$ cat src/hw/rtl/pf_rgba_pkg.sv
`timescale 1ns / 1ps

package pf_rgba_pkg;

   typedef enum logic [2:0] {
      MODE_RGBA8888 = 3'd0,
      MODE_RGBA5551 = 3'd1,
      MODE_RGBA4444 = 3'd2,
      MODE_BGR888   = 3'd3,
      MODE_RGB565   = 3'd4,
      MODE_RGB888   = 3'd5
   } pixel_mode_type;

   localparam int unsigned MODE_W  = 3;
   localparam int unsigned BYTE_W  = 8;
   localparam int unsigned WORD_W  = 32;
   localparam int unsigned GATH_W  = 24;
   localparam int unsigned POS_W   = 2;
   localparam int unsigned SIZE_W  = 3;

   localparam logic [BYTE_W-1:0] ALPHA_OPAQUE = 8'hFF;

   // Bytes per source pixel; zero marks an unused mode.
   function automatic logic [SIZE_W-1:0] pixel_size(input logic [MODE_W-1:0] mode);
      logic [SIZE_W-1:0] size;
      case (pixel_mode_type'(mode))
         MODE_RGBA8888: size = 3'd4;
         MODE_RGBA5551: size = 3'd2;
         MODE_RGBA4444: size = 3'd2;
         MODE_RGB565:   size = 3'd2;
         MODE_BGR888:   size = 3'd3;
         MODE_RGB888:   size = 3'd3;
         default:       size = 3'd0;
      endcase
      return size;
   endfunction

endpackage

$ cat src/hw/rtl/pixel_format_to_rgba8888.sv
`timescale 1ns / 1ps

// Byte stream to RGBA8888 converter. Each request carries one source byte;
// bytes are gathered little-endian into pixels of 4, 2 or 3 bytes according
// to the source format in the csr register (0 RGBA8888, 1 RGBA5551,
// 2 RGBA4444, 3 BGR888, 4 RGB565, 5 RGB888; 6 and 7 drop every byte). The
// byte that completes a pixel yields one 32-bit word, red in bits 7..0 and
// alpha in 31..24, from the result register in the cycle after its acceptance.
// One byte is accepted every cycle while the result side takes its words;
// the only state carried between bytes is the gather position and the
// partial pixel. A byte with tlast ends the buffer: a partial pixel is
// dropped and the completing pixel, if any, leaves with tlast set. Write
// the format only while the stream is idle.
module pixel_format_to_rgba8888
   import pf_rgba_pkg::*;
(
   input  logic                clock,
   input  logic                reset,
   input  logic                csr_wr_en,
   input  logic [MODE_W-1:0]   csr_wr_data,
   input  logic                req_tvalid,
   output logic                req_tready,
   input  logic [BYTE_W-1:0]   req_tdata,   // in_byte
   input  logic                req_tlast,   // last_byte
   output logic                rsp_tvalid,
   input  logic                rsp_tready,
   output logic [WORD_W-1:0]   rsp_tdata,   // rgba_word
   output logic                rsp_tlast    // last_pixel
);

   logic [MODE_W-1:0] mode_ff, mode_in;
   logic [POS_W-1:0]  pos_ff, pos_in;
   logic [GATH_W-1:0] gath_ff, gath_in;
   logic              rsp_valid_ff, rsp_valid_in;
   logic [WORD_W-1:0] rsp_data_ff, rsp_data_in;
   logic              rsp_last_ff, rsp_last_in;

   logic [SIZE_W-1:0] size;
   logic              restart;
   logic [POS_W-1:0]  pos_eff;
   logic [GATH_W-1:0] gath_eff;
   logic              complete;
   logic              accept;
   logic [WORD_W-1:0] full;
   logic [WORD_W-1:0] rgba;

   assign req_tready = !rsp_valid_ff || rsp_tready;
   assign accept     = req_tvalid && req_tready;

   assign size     = pixel_size(mode_ff);
   assign restart  = {1'b0, pos_ff} >= size;
   assign pos_eff  = restart ? '0 : pos_ff;
   assign gath_eff = restart ? '0 : gath_ff;
   assign complete = (size != '0) && (({1'b0, pos_eff} + 3'd1) == size);
   assign full     = {{(WORD_W-GATH_W){1'b0}}, gath_eff}
                   | ({{(WORD_W-BYTE_W){1'b0}}, req_tdata} << {pos_eff, 3'b000});

   pf_rgba_convert u_convert (
      .mode  (mode_ff),
      .pixel (full),
      .rgba  (rgba)
   );

   always_comb begin
      mode_in      = csr_wr_en ? csr_wr_data : mode_ff;
      pos_in       = pos_ff;
      gath_in      = gath_ff;
      rsp_valid_in = rsp_valid_ff && !rsp_tready;
      rsp_data_in  = rsp_data_ff;
      rsp_last_in  = rsp_last_ff;
      if (accept) begin
         if (size == '0 || complete || req_tlast) begin
            pos_in  = '0;
            gath_in = '0;
         end else begin
            pos_in  = pos_eff + 2'd1;
            gath_in = full[GATH_W-1:0];
         end
         if (complete) begin
            rsp_valid_in = 1'b1;
            rsp_data_in  = rgba;
            rsp_last_in  = req_tlast;
         end
      end
   end

   always_ff @(posedge clock) begin
      if (reset) begin
         mode_ff      <= MODE_RGBA8888;
         pos_ff       <= '0;
         gath_ff      <= '0;
         rsp_valid_ff <= 1'b0;
      end else begin
         mode_ff      <= mode_in;
         pos_ff       <= pos_in;
         gath_ff      <= gath_in;
         rsp_valid_ff <= rsp_valid_in;
      end
      rsp_data_ff <= rsp_data_in;
      rsp_last_ff <= rsp_last_in;
   end

   assign rsp_tvalid = rsp_valid_ff;
   assign rsp_tdata  = rsp_data_ff;
   assign rsp_tlast  = rsp_last_ff;

   // a fresh pixel has no gathered bytes
   a_gath_clear: assert property (@(posedge clock) disable iff (reset)
      pos_ff == '0 |-> gath_ff == '0)
      else $error("partial pixel bytes held at position zero");

   a_last_restart: assert property (@(posedge clock) disable iff (reset)
      accept && req_tlast |=> pos_ff == '0)
      else $error("gathering not restarted after last byte");

   a_unused_mode: assert property (@(posedge clock) disable iff (reset)
      accept && size == '0 |=> pos_ff == '0 && !$rose(rsp_valid_ff))
      else $error("unused mode gathered or produced a pixel");

   a_result_source: assert property (@(posedge clock) disable iff (reset)
      $rose(rsp_valid_ff) |-> $past(accept && complete))
      else $error("result raised without a completing byte");

   a_position_range: assert property (@(posedge clock) disable iff (reset)
      accept && !req_tlast && !complete && size != '0
         |=> {1'b0, pos_ff} < $past(size))
      else $error("gather position reached pixel size");

endmodule

$ cat src/hw/rtl/pf_rgba_convert.sv
`timescale 1ns / 1ps

module pf_rgba_convert
   import pf_rgba_pkg::*;
(
   input  logic [MODE_W-1:0] mode,
   input  logic [WORD_W-1:0] pixel,
   output logic [WORD_W-1:0] rgba
);

   logic [4:0] r5, g5, b5, b5_565;
   logic [5:0] g6;
   logic [BYTE_W-1:0] r_w5, g_w5, b_w5, g_w6, b_w565;

   assign r5     = pixel[4:0];
   assign g5     = pixel[9:5];
   assign b5     = pixel[14:10];
   assign g6     = pixel[10:5];
   assign b5_565 = pixel[15:11];

   // widen by bit replication
   assign r_w5   = {r5, r5[4:2]};
   assign g_w5   = {g5, g5[4:2]};
   assign b_w5   = {b5, b5[4:2]};
   assign g_w6   = {g6, g6[5:4]};
   assign b_w565 = {b5_565, b5_565[4:2]};

   always_comb begin
      case (pixel_mode_type'(mode))
         MODE_RGBA8888: rgba = pixel;
         MODE_RGBA5551: rgba = {{BYTE_W{pixel[15]}}, b_w5, g_w5, r_w5};
         MODE_RGBA4444: rgba = {pixel[15:12], pixel[15:12], pixel[11:8], pixel[11:8],
                                pixel[7:4], pixel[7:4], pixel[3:0], pixel[3:0]};
         MODE_BGR888:   rgba = {ALPHA_OPAQUE, pixel[7:0], pixel[15:8], pixel[23:16]};
         MODE_RGB565:   rgba = {ALPHA_OPAQUE, b_w565, g_w6, r_w5};
         MODE_RGB888:   rgba = {ALPHA_OPAQUE, pixel[23:16], pixel[15:8], pixel[7:0]};
         default:       rgba = '0;
      endcase
   end

endmodule
$ cat config.mk
export PLATFORM = sky130hd
export DESIGN_NAME = pixel_format_to_rgba8888
export DESIGN_NICKNAME = d
export VERILOG_FILES = /design/src/hw/rtl/pf_rgba_pkg.sv /design/src/hw/rtl/pixel_format_to_rgba8888.sv /design/src/hw/rtl/pf_rgba_convert.sv
export SDC_FILE = /design/constraint.sdc
export NUM_CORES = 1
export LEC_CHECK = 0
export ABC_AREA = 0
export BUFFER_PORTS_ARGS = -buffer_cell sky130_fd_sc_hd__buf_4
export CAP_MARGIN = 20
export CORE_ASPECT_RATIO = 1.25
export CORE_MARGIN = 2
export CORE_UTILIZATION = 30
export CTS_CLUSTER_DIAMETER = 100
export DETAILED_ROUTE_END_ITERATION = 8
export PLACE_DENSITY = 0.46
export SLEW_MARGIN = 15
export SYNTH_ARGS = -nofsm -noshare
export SYNTH_HDL_FRONTEND = slang
export SYNTH_SLANG_ARGS = --single-unit
$ cat constraint.sdc
create_clock -name clock -period 12.27 [get_ports clock]
set_clock_uncertainty 0.05 [all_clocks]
set_input_delay 1.227 -clock clock [delete_from_list [all_inputs] [get_ports clock]]
set_output_delay 1.227 -clock clock [all_outputs]
set_load 0.02 [all_outputs]
==> out/results.txt, run 1 <==
status -> finished, final reports clean
first-pass GRT wire length -> 22.6 mm
most area-consuming cells after synthesis -> edfxtp_1, dfxtp_1, a21oi_1
Post-Synth XOR/XNOR Area -> 0%
DRT iter0 DRCs -> 350
clock buffer depth -> 2
Ports -> 52
RSZ-0062 raised after global routing -> no
overall power -> 585 uW
# nets final -> 517
Layout area overhead -> 18.2%
Clock Sinks -> 63
clk slew on worst S/H paths -> 0.05 ns
Startpoint Class -> flop
via count -> 3936
drc violations -> 0
synthesized instance count -> 467
Die H -> 134 um
crit path cell chain -> or3_1 -> nand2_1 -> ha_1 -> a21oi_1 -> o21ai_1 -> nor2b_1 -> nor2_4
distinct cell type count after synthesis -> 67
Max FO, Critical Path -> 33
clock insertion delay at the later pin of the skew report -> 0.34 ns
Final Setup Violations -> 0
hold buffers post-CTS -> 0
post-synthesis compound-gate area fraction -> 31.2%
LEAKAGE -> 1.75 nW
Synth Warn # -> 0
CTS-repair resized insts -> 0
grt ovf -> 0
CP Capture Type -> flop
GP Congestion -> 0.962
PwrDens -> 122 nW/um2
WL/cell -> 21.8 um
highest clock rate -> 267 MHz
mux contribution to synthesized area -> 1.73%
Filler cells -> 1396
pre-CTS setup slack -> 8.50 ns
antenna violations before repair -> 0
Ant. Diodes -> 0
asr flop ratio synth -> 0%
final setup TNS -> 0 ns
Overall Global Routing Usage -> 20.9%
Post-Synth Simple-Gate Area -> 21.3%
commonest cells after routing, fill and taps aside -> buf_4, nand2_1, a21oi_1
htree depth -> 3
clk root buf -> clkbuf_16
EDFF count, synth -> 33
Top FF cell, synth -> edfxtp_1
Tightest Pin Transition -> 1.04 ns
Mapped Area -> 4060 um2
share of layout cells above drive strength 1 -> 19.1%
part of the cycle the worst path needs -> 30.5%
CORE AREA -> 13200 um2
Net Count, Synth -> 486
Slew Limit Fails -> 0
area share of fa/ha/maj cells after synthesis -> 0.617%
commonest non-fill, non-tap cell in the layout -> buf_4
max cap viols -> 0
initial core utilization -> 30.7%
CP max stage delay -> 0.80 ns
Peak VDD IR -> 0.0000540 V
Seq cells post-synth -> 63
Worst Path Arrival -> 3.65 ns
setup bufs post-CTS -> 0
largest family of logic cells by synthesized area -> compound AO/OA/AOI/OAI gates
CP max-delay cell -> or3_1
Rows -> 47
# port buffers -> 51
FF-to-FF setup slack -> 8.53 ns
worst setup margin -> 8.53 ns
CTS tree -> built
die width -> 108 um
post-synthesis sequential area ratio -> 39.2%
worst min path class -> flop to flop
vias in the first global route -> 3763
largest net degree at the start of global routing -> 37
Setup Crit Path Kind -> flop to flop
TritonCTS buffer count -> 9
clock period minus worst slack -> 3.74 ns
Slew headroom -> 30.4%
Core Util, Final -> 36.3%
ANT nets after route -> 0
Synth top area share -> 24.4%
Final HPWL DP -> 10.5 mm
final hold vios -> 0
leading area contributor after synthesis -> edfxtp_1
1st-pass router iterations -> 7
DIE AREA -> 14500 um2
wirelength, routed -> 14.7 mm
CP required -> 12.18 ns
routed vias/inst -> 5.84
Avg Cell Area, Syn -> 8.69 um2
-- cells by family after synthesis --
family          after synthesis
compound gates              187
fa+ha+maj                     2
buf+inv                      48
flops                        63
mux                           7
simple gates                160
-- final cells by class --
cell class	instances	area, um2	area share (%)
clock inverters	5	48.8	1.02
well taps	171	214	4.46
flip-flops and latches	63	1590	33.2
repair buffers	58	443	9.23
inverters	10	37.5	0.782
clock buffers	11	233	4.85
multi-input cells	356	2230	46.5
-- flip-flops by register name, indices dropped and copies added, names as in the netlist --
| name | count |
|---|---|
| rsp_tdata | 32 |
| gath_ff | 24 |
| mode_ff | 3 |
| pos_ff | 2 |
| rsp_tlast | 1 |
| rsp_tvalid | 1 |
-- critical path: cells and delay by family (launching register included) --
family / cells / cell delay, ns
AOI/OAI and AO/OA: 2 / 0.54
adders and majority gates: 1 / 0.38
DFF: 1 / 0.33
and+or+nand+nor: 4 / 2.01
-- final timing paths --
kind,startpoint,to,cells past startpoint
hold reg to reg,gath_ff[18]$_SDFFE_PP0P_,gath_ff[18]$_SDFFE_PP0P_,2
setup / recovery,mode_ff[1]$_SDFFE_PP0P_,rsp_tdata[16]$_DFFE_PP_,7
hold / removal,gath_ff[18]$_SDFFE_PP0P_,gath_ff[18]$_SDFFE_PP0P_,2
setup reg to reg,mode_ff[1]$_SDFFE_PP0P_,rsp_tdata[16]$_DFFE_PP_,7
-- synth_stat cells, drive strengths merged, types with 2 or more instances --
cell type	count
a211o	6
a211oi	4
a21boi	9
a21o	9
a21oi	53
a22oi	8
a2bb2oi	2
a31oi	2
a32oi	3
and3	2
buf	23
clkbuf	15
dfxtp	30
edfxtp	33
ha	2
inv	10
mux2i	7
nand2	53
nand2b	11
nand3	7
nand3b	5
nand4	3
nand4b	2
nor2	39
nor2b	5
nor3	13
nor3b	8
nor4	4
o2111ai	7
o211a	2
o211ai	29
o21ai	31
o21bai	4
o221ai	2
o22ai	6
o32ai	3
or3	4
-- through the flow --
stage,hold WS [ns],std cells,cell area [um2]
final,0.400,674,4800
after global routing,0.424,674,4800
after CTS,0.403,673,4780
after detailed placement,0.395,657,4500
after global placement,0.392,657,4500
after floorplan,0.382,467,4060
-- power by group --
group	internal (mW)	switching (mW)
Clock	0.155	0.0940
Combinational	0.0315	0.0745
Sequential	0.227	0.00273
Total	0.414	0.171
-- routing by layer --
metal / global-route usage, % / routed length [um]
met5: 0 / 0
met4: 9.19 / 529
met3: 3.98 / 985
met2: 31.3 / 6620
met1: 29.1 / 6550
(Power assumes the default switching activity.)
==> inputs of run 2 (changes only) <==
--- a/config.mk
+++ b/config.mk
@@ -5,7 +5,7 @@
 export SDC_FILE = /design/constraint.sdc
 export NUM_CORES = 1
 export LEC_CHECK = 0
-export ABC_AREA = 0
+export ABC_AREA = 1
 export BUFFER_PORTS_ARGS = -buffer_cell sky130_fd_sc_hd__buf_4
 export CAP_MARGIN = 20
 export CORE_ASPECT_RATIO = 1.25
@@ -13,7 +13,7 @@
 export CORE_UTILIZATION = 30
 export CTS_CLUSTER_DIAMETER = 100
 export DETAILED_ROUTE_END_ITERATION = 8
-export PLACE_DENSITY = 0.46
+export PLACE_DENSITY = 0.48
 export SLEW_MARGIN = 15
 export SYNTH_ARGS = -nofsm -noshare
 export SYNTH_HDL_FRONTEND = slang
==> constraint.sdc (replaced) <==
create_clock -name clock -period 3.2 [get_ports clock]
set_clock_uncertainty 0.05 [all_clocks]
set_input_delay 0.32 -clock clock [delete_from_list [all_inputs] [get_ports clock]]
set_output_delay 0.32 -clock clock [all_outputs]
set_load 0.02 [all_outputs]
==> run 2 against run 1 <==
  * Total power rose to 3.6 times the previous value
  * Clock power grew to 3.5 times the previous value
  * Global-route usage down 4.8 points
  * Synthesized area fell by 8.8%
  * Worst setup slack worse by 8.2 ns
  * Final cell count is 0.30% higher
  * Design area fell by 6.3%
  * Maximum frequency rose by 30%
  * Via count is 16% lower
  * Core utilization up 0.89 points
  * First-iteration DRC count fell by 42%
  * Register-to-register slack got worse by 8.2 ns
  * Critical endpoint is now rsp_tdata[12]$_DFFE_PP_
  * Largest cell class unchanged
  * Largest power group is now registers
==> out/results.txt, run 2 <==
status -> finished, final reports clean
LEAKAGE -> 1.77 nW
Max FO, Critical Path -> 45
# nets final -> 526
max cap viols -> 0
GP Congestion -> 0.859
Post-Synth XOR/XNOR Area -> 0%
most frequent cell after synthesis -> nand2_1
Top FF cell, synth -> edfxtp_1
final hold vios -> 0
Post-Synth Simple-Gate Area -> 37.4%
worst setup margin -> 0.327 ns
Peak VDD IR -> 0.000205 V
number of flip-flops in the largest register -> 32
Ports -> 52
# port buffers -> 51
area share of fa/ha/maj cells after synthesis -> 0.676%
1st-pass router iterations -> 4
Tightest Pin Transition -> 0.598 ns
DIE AREA -> 13300 um2
overall power -> 2.11 mW
via count -> 3310
RSZ-0062 raised after global routing -> no
commonest cells after routing, fill and taps aside -> nand2_1, buf_4, a21oi_1
Setup Crit Path Kind -> flop to flop
final non-filler cell total -> 676
post-route cell area -> 4500 um2
EDFF count, synth -> 33
first-pass GRT wire length -> 16.2 mm
Rows -> 45
antenna violations before repair -> 0
Avg Cell Area, Syn -> 8.05 um2
Layout area overhead -> 21.5%
CP required -> 3.18 ns
worst min path class -> primary input to flop
ANT nets after route -> 0
share of layout cells above drive strength 1 -> 25.8%
Worst Path Arrival -> 2.85 ns
Die H -> 128 um
die width -> 103 um
hold_ws -> 0.126 ns
DRT iter0 DRCs -> 204
routed vias/inst -> 4.90
hold buffers post-CTS -> 0
distinct cell type count after synthesis -> 29
Top Family by Delay on Critical Path -> simple AND/OR/NAND/NOR gates
htree depth -> 3
Mapped Area -> 3700 um2
crit path cell chain -> inv_2 -> nand3_1 -> nand2_1 -> ha_1 -> inv_1 -> nand2_1 -> nand2_1 -> nand2_1 -> nand2_8 -> nand2_8 -> nand2_1 -> nand2_1 -> nor2_4 -> nand4_1 -> inv_1 -> buf_12
Slew headroom -> 59.9%
CORE AREA -> 12100 um2
commonest non-fill, non-tap cell in the layout -> nand2_1
synthesized instance count -> 460
Net Count, Synth -> 479
CP bufs+invs -> 4
clk root buf -> clkbuf_16
Startpoint Class -> flop
Synth Warn # -> 0
PwrDens -> 469 nW/um2
post-synthesis compound-gate area fraction -> 12.6%
Final HPWL DP -> 7.28 mm
wirelength, routed -> 10.0 mm
final setup TNS -> 0 ns
# placed instances -> 660
clock insertion delay at the later pin of the skew report -> 0.34 ns
grt ovf -> 0
Cell Area, Placed -> 4230 um2
WL/cell -> 14.8 um
largest net degree at the start of global routing -> 53
largest family of logic cells by synthesized area -> simple AND/OR/NAND/NOR gates
CTS-repair resized insts -> 0
leading area contributor after synthesis -> edfxtp_1
drc violations -> 0
post-synthesis sequential area ratio -> 43.0%
Slew Limit Fails -> 0
pre-CTS setup slack -> 0.325 ns
most area-consuming cells after synthesis -> edfxtp_1, nand2_1, dfxtp_1
Final Setup Violations -> 0
Overall Global Routing Usage -> 16.1%
initial core utilization -> 30.6%
Synth top area share -> 26.8%
clock buffer depth -> 2
setup bufs post-CTS -> 0
Core Util, Final -> 37.2%
register area -> 1590 um2
mux contribution to synthesized area -> 0%
Filler cells -> 1268
vias in the first global route -> 3150
Seq cells post-synth -> 63
part of the cycle the worst path needs -> 89.8%
Critical Path Most Common Cell -> nand2_1
clk slew on worst S/H paths -> 0.05 ns
clock period minus worst slack -> 2.87 ns
CTS tree -> built
asr flop ratio synth -> 0%
CP max-delay cell -> dfxtp_1
CP Capture Type -> flop
Clock Sinks -> 63
highest clock rate -> 348 MHz
TritonCTS buffer count -> 9
multi-input logic area -> 1880 um2
CP max stage delay -> 0.40 ns
Ant. Diodes -> 0
top cells by count, synth -> nand2_1, a21oi_1, edfxtp_1, dfxtp_1, nand3_1
-- run 2: changes by cell type in the layout (fill, tap and decap cells not counted), moves of 15 or more --
cell / delta
nand2_1: +113
nand4_1: +25
o211ai_1: -25
nor2_1: -23
nand3_1: +22
nand3_2: +22
a21oi_2: +17
inv_1: +15
o21ai_0: -15
-- run 2: layout make-up --
type,count,share of cell area (%)
Inverter,30,2.50
Multi-Input combinational cell,346,41.8
Tap cell,164,4.56
Sequential cell,63,35.4
Clock inverter,4,0.501
Timing Repair Buffer,57,9.79
Clock buffer,12,5.48
-- run 2: path summary, 6_finish.rpt --
path	slack [ns]	depth (start not counted)	end	start
worst min-delay path	0.13	1	rsp_tlast$_DFFE_PP_	req_tlast
worst max register to register	0.33	16	rsp_tdata[12]$_DFFE_PP_	mode_ff[2]$_SDFFE_PP0P_
worst min register to register	0.41	2	gath_ff[3]$_SDFFE_PP0P_	gath_ff[3]$_SDFFE_PP0P_
worst max-delay path	0.33	16	rsp_tdata[12]$_DFFE_PP_	mode_ff[2]$_SDFFE_PP0P_
-- run 2: worst reg2reg max path, stage by stage, from the launching register on --
cell     delay (ns)
dfxtp_1        0.40
inv_2          0.09
nand3_1        0.15
nand2_1        0.13
ha_1           0.29
inv_1          0.05
nand2_1        0.06
nand2_1        0.06
nand2_1        0.12
nand2_8        0.29
nand2_8        0.13
nand2_1        0.08
nand2_1        0.08
nor2_4         0.12
nand4_1        0.12
inv_1          0.12
buf_12         0.20
-- run 2: logic make-up (layout without fill, tap and decap cells) --
| kind of cell | count (synthesis) | in the layout |
|---|---|---|
| fa+ha+maj | 2 | 2 |
| flops | 63 | 63 |
| compound gates | 73 | 73 |
| buf+inv | 51 | 103 |
| simple gates | 271 | 271 |
-- run 2: report_power, final --
part | total [mW] | internal (mW) | switching [mW]
combinational | 0.341 | 0.0971 | 0.243
clock | 0.882 | 0.540 | 0.341
sequential | 0.888 | 0.878 | 0.00986
total | 2.11 | 1.52 | 0.595
-- run 2: metal layers --
metal / track usage, % / up-vias / wire (um)
met3: 3.38 / 14 / 525
met4: 6.97 / 0 / 160
met2: 25.3 / 91 / 4850
li1: - / 1668 / -
met1: 21.2 / 1537 / 4500
met5: 0 / - / 0
==> inputs of run 3 (changes only) <==
--- a/config.mk
+++ b/config.mk
@@ -13,6 +13,7 @@
 export CORE_UTILIZATION = 30
 export CTS_CLUSTER_DIAMETER = 100
 export DETAILED_ROUTE_END_ITERATION = 8
+export MAX_ROUTING_LAYER = met4
 export PLACE_DENSITY = 0.48
 export SLEW_MARGIN = 15
 export SYNTH_ARGS = -nofsm -noshare
==> run 3 against run 2 <==
  * Die area stayed put
  * Sequential share of layout area is the same
  * Critical path depth increased by 1
  * Register-to-register slack is essentially flat
  * Sequential power barely moved
  * Core utilization is the same
  * Non-clock buffer count is the same
  * Final cell count did not move
  * Combinational power hardly changed
  * Clock power about the same
==> out/results.txt, run 3 (synthesis gave the netlist of run 2 again) <==
Setup Crit Path Kind -> flop to flop
final setup TNS -> 0 ns
Core Util, Final -> 37.2%
Rows -> 45
Overall Global Routing Usage -> 16.6%
initial core utilization -> 30.6%
CP required -> 3.18 ns
LEAKAGE -> 1.77 nW
Reg-to-Reg End -> rsp_tdata[2]$_DFFE_PP_
RSZ-0062 raised after global routing -> no
CP max stage delay -> 0.40 ns
via count -> 3318
clk root buf -> clkbuf_16
Final HPWL DP -> 7.28 mm
PwrDens -> 469 nW/um2
reg2reg start -> mode_ff[2]$_SDFFE_PP0P_
WHS Path Cells -> 1
Cell Area, Placed -> 4230 um2
CORE AREA -> 12100 um2
highest clock rate -> 349 MHz
# nets final -> 526
Peak VDD IR -> 0.000206 V
Seq pwr share -> 42.1%
hold endpoint -> rsp_tlast$_DFFE_PP_
CP max-delay cell -> dfxtp_1
antenna violations before repair -> 0
CP Capture Type -> flop
Max FO, Critical Path -> 45
htree depth -> 3
clock buffer depth -> 2
commonest non-fill, non-tap cell in the layout -> nand2_1
worst r2r path cells -> 17
worst min path class -> primary input to flop
status -> finished, final reports clean
sw frac -> 28.2%
part of the cycle the worst path needs -> 89.6%
Clock Sinks -> 63
# port buffers -> 51
Clk pwr share -> 41.8%
worst setup margin -> 0.333 ns
power share of the combinational group -> 16.2%
DRT iter0 DRCs -> 189
GP Congestion -> 0.873
sw power -> 596 uW
overall power -> 2.11 mW
WL/cell -> 14.9 um
crit path cell chain -> inv_2 -> nor2_2 -> nand2_1 -> nand2_1 -> ha_1 -> inv_1 -> nand2_1 -> nand2_1 -> nand2_1 -> nand2_8 -> nand2_8 -> nand2_1 -> nand2_1 -> nor2_4 -> nand4_1 -> inv_1 -> buf_12
Pint -> 1.52 mW
clock insertion delay at the later pin of the skew report -> 0.34 ns
Ports -> 52
die width -> 103 um
Slew Limit Fails -> 0
Final Setup Violations -> 0
setup bufs post-CTS -> 0
largest net degree at the start of global routing -> 53
hold buffers post-CTS -> 0
max cap viols -> 0
first-pass GRT wire length -> 16.2 mm
CTS tree -> built
Ant. Diodes -> 0
pre-CTS setup slack -> 0.325 ns
share of layout cells above drive strength 1 -> 25.8%
Layout area overhead -> 21.5%
clk slew on worst S/H paths -> 0.05 ns
number of flip-flops in the largest register -> 32
post-route cell area -> 4500 um2
vias in the first global route -> 3152
1st-pass router iterations -> 5
Slew headroom -> 58.9%
DIE AREA -> 13300 um2
FF-to-FF setup slack -> 0.33 ns
Critical Path Most Common Cell -> nand2_1
clock period minus worst slack -> 2.87 ns
TritonCTS buffer count -> 9
min-delay src -> req_tlast
final hold vios -> 0
CTS-repair resized insts -> 0
drc violations -> 0
routed vias/inst -> 4.91
ANT nets after route -> 0
grt ovf -> 0
Tightest Pin Transition -> 0.613 ns
Die H -> 128 um
commonest cells after routing, fill and taps aside -> nand2_1, buf_4, a21oi_1
Worst Path Arrival -> 2.85 ns
Startpoint Class -> flop
wirelength, routed -> 10.1 mm
[run 3: power groups by stage]
| stage | logic, mW | registers, mW | clock network, mW |
|---|---|---|---|
| floorplan | 0.234 | 0.915 | 0 |
| global placement | 0.341 | 0.904 | 0 |
| detailed placement | 0.343 | 0.904 | 0 |
| CTS | 0.343 | 0.888 | 0.905 |
| global route | 0.380 | 0.889 | 0.935 |
| finish | 0.341 | 0.888 | 0.882 |
[run 3: how the worst max path moves through the flow]
stage | from | endpoint | cells past startpoint
3_3_place_gp | mode_ff[0]$_SDFFE_PP0P_ | rsp_tdata[2]$_DFFE_PP_ | 15
5_1_grt | mode_ff[2]$_SDFFE_PP0P_ | gath_ff[4]$_SDFFE_PP0P_ | 17
3_5_place_dp | mode_ff[2]$_SDFFE_PP0P_ | gath_ff[1]$_SDFFE_PP0P_ | 16
2_1_floorplan | mode_ff[2]$_SDFFE_PP0P_ | rsp_tdata[0]$_DFFE_PP_ | 16
6_report | mode_ff[2]$_SDFFE_PP0P_ | rsp_tdata[2]$_DFFE_PP_ | 17
4_1_cts | mode_ff[2]$_SDFFE_PP0P_ | gath_ff[4]$_SDFFE_PP0P_ | 16
[run 3: stage by stage]
step,hold slack (ns),std cells
floorplan,0.369,460
global placement,0.402,660
detailed placement,0.405,660
CTS,0.115,676
global route,0.119,676
finish,0.124,676
[run 3: layout make-up]
type	count	area [um2]
sequential	63	1590
clock inverter	4	22.5
clock buffer	12	246
tap	164	205
multi-input combinational	346	1880
fill	1268	7610
timing repair buffer	57	440
inverter	30	113
[run 3: routing by layer]
| metal | global-route usage [%] | part of all wire, % | vias to the layer above |
|---|---|---|---|
| met1 | 21.6 | 46 | 1559 |
| li1 | - | - | 1665 |
| met2 | 25.2 | 48 | 77 |
| met5 | - | 0 | - |
| met3 | 3.11 | 4.4 | 17 |
| met4 | 6.97 | 1.9 | 0 |
[run 3: worst max-delay path, delay by kind of cell (launching register included)]
family / cells / cell delay, ns
buf+inv: 4 / 0.46
flops: 1 / 0.40
fa+ha+maj: 1 / 0.24
simple gates: 12 / 1.37
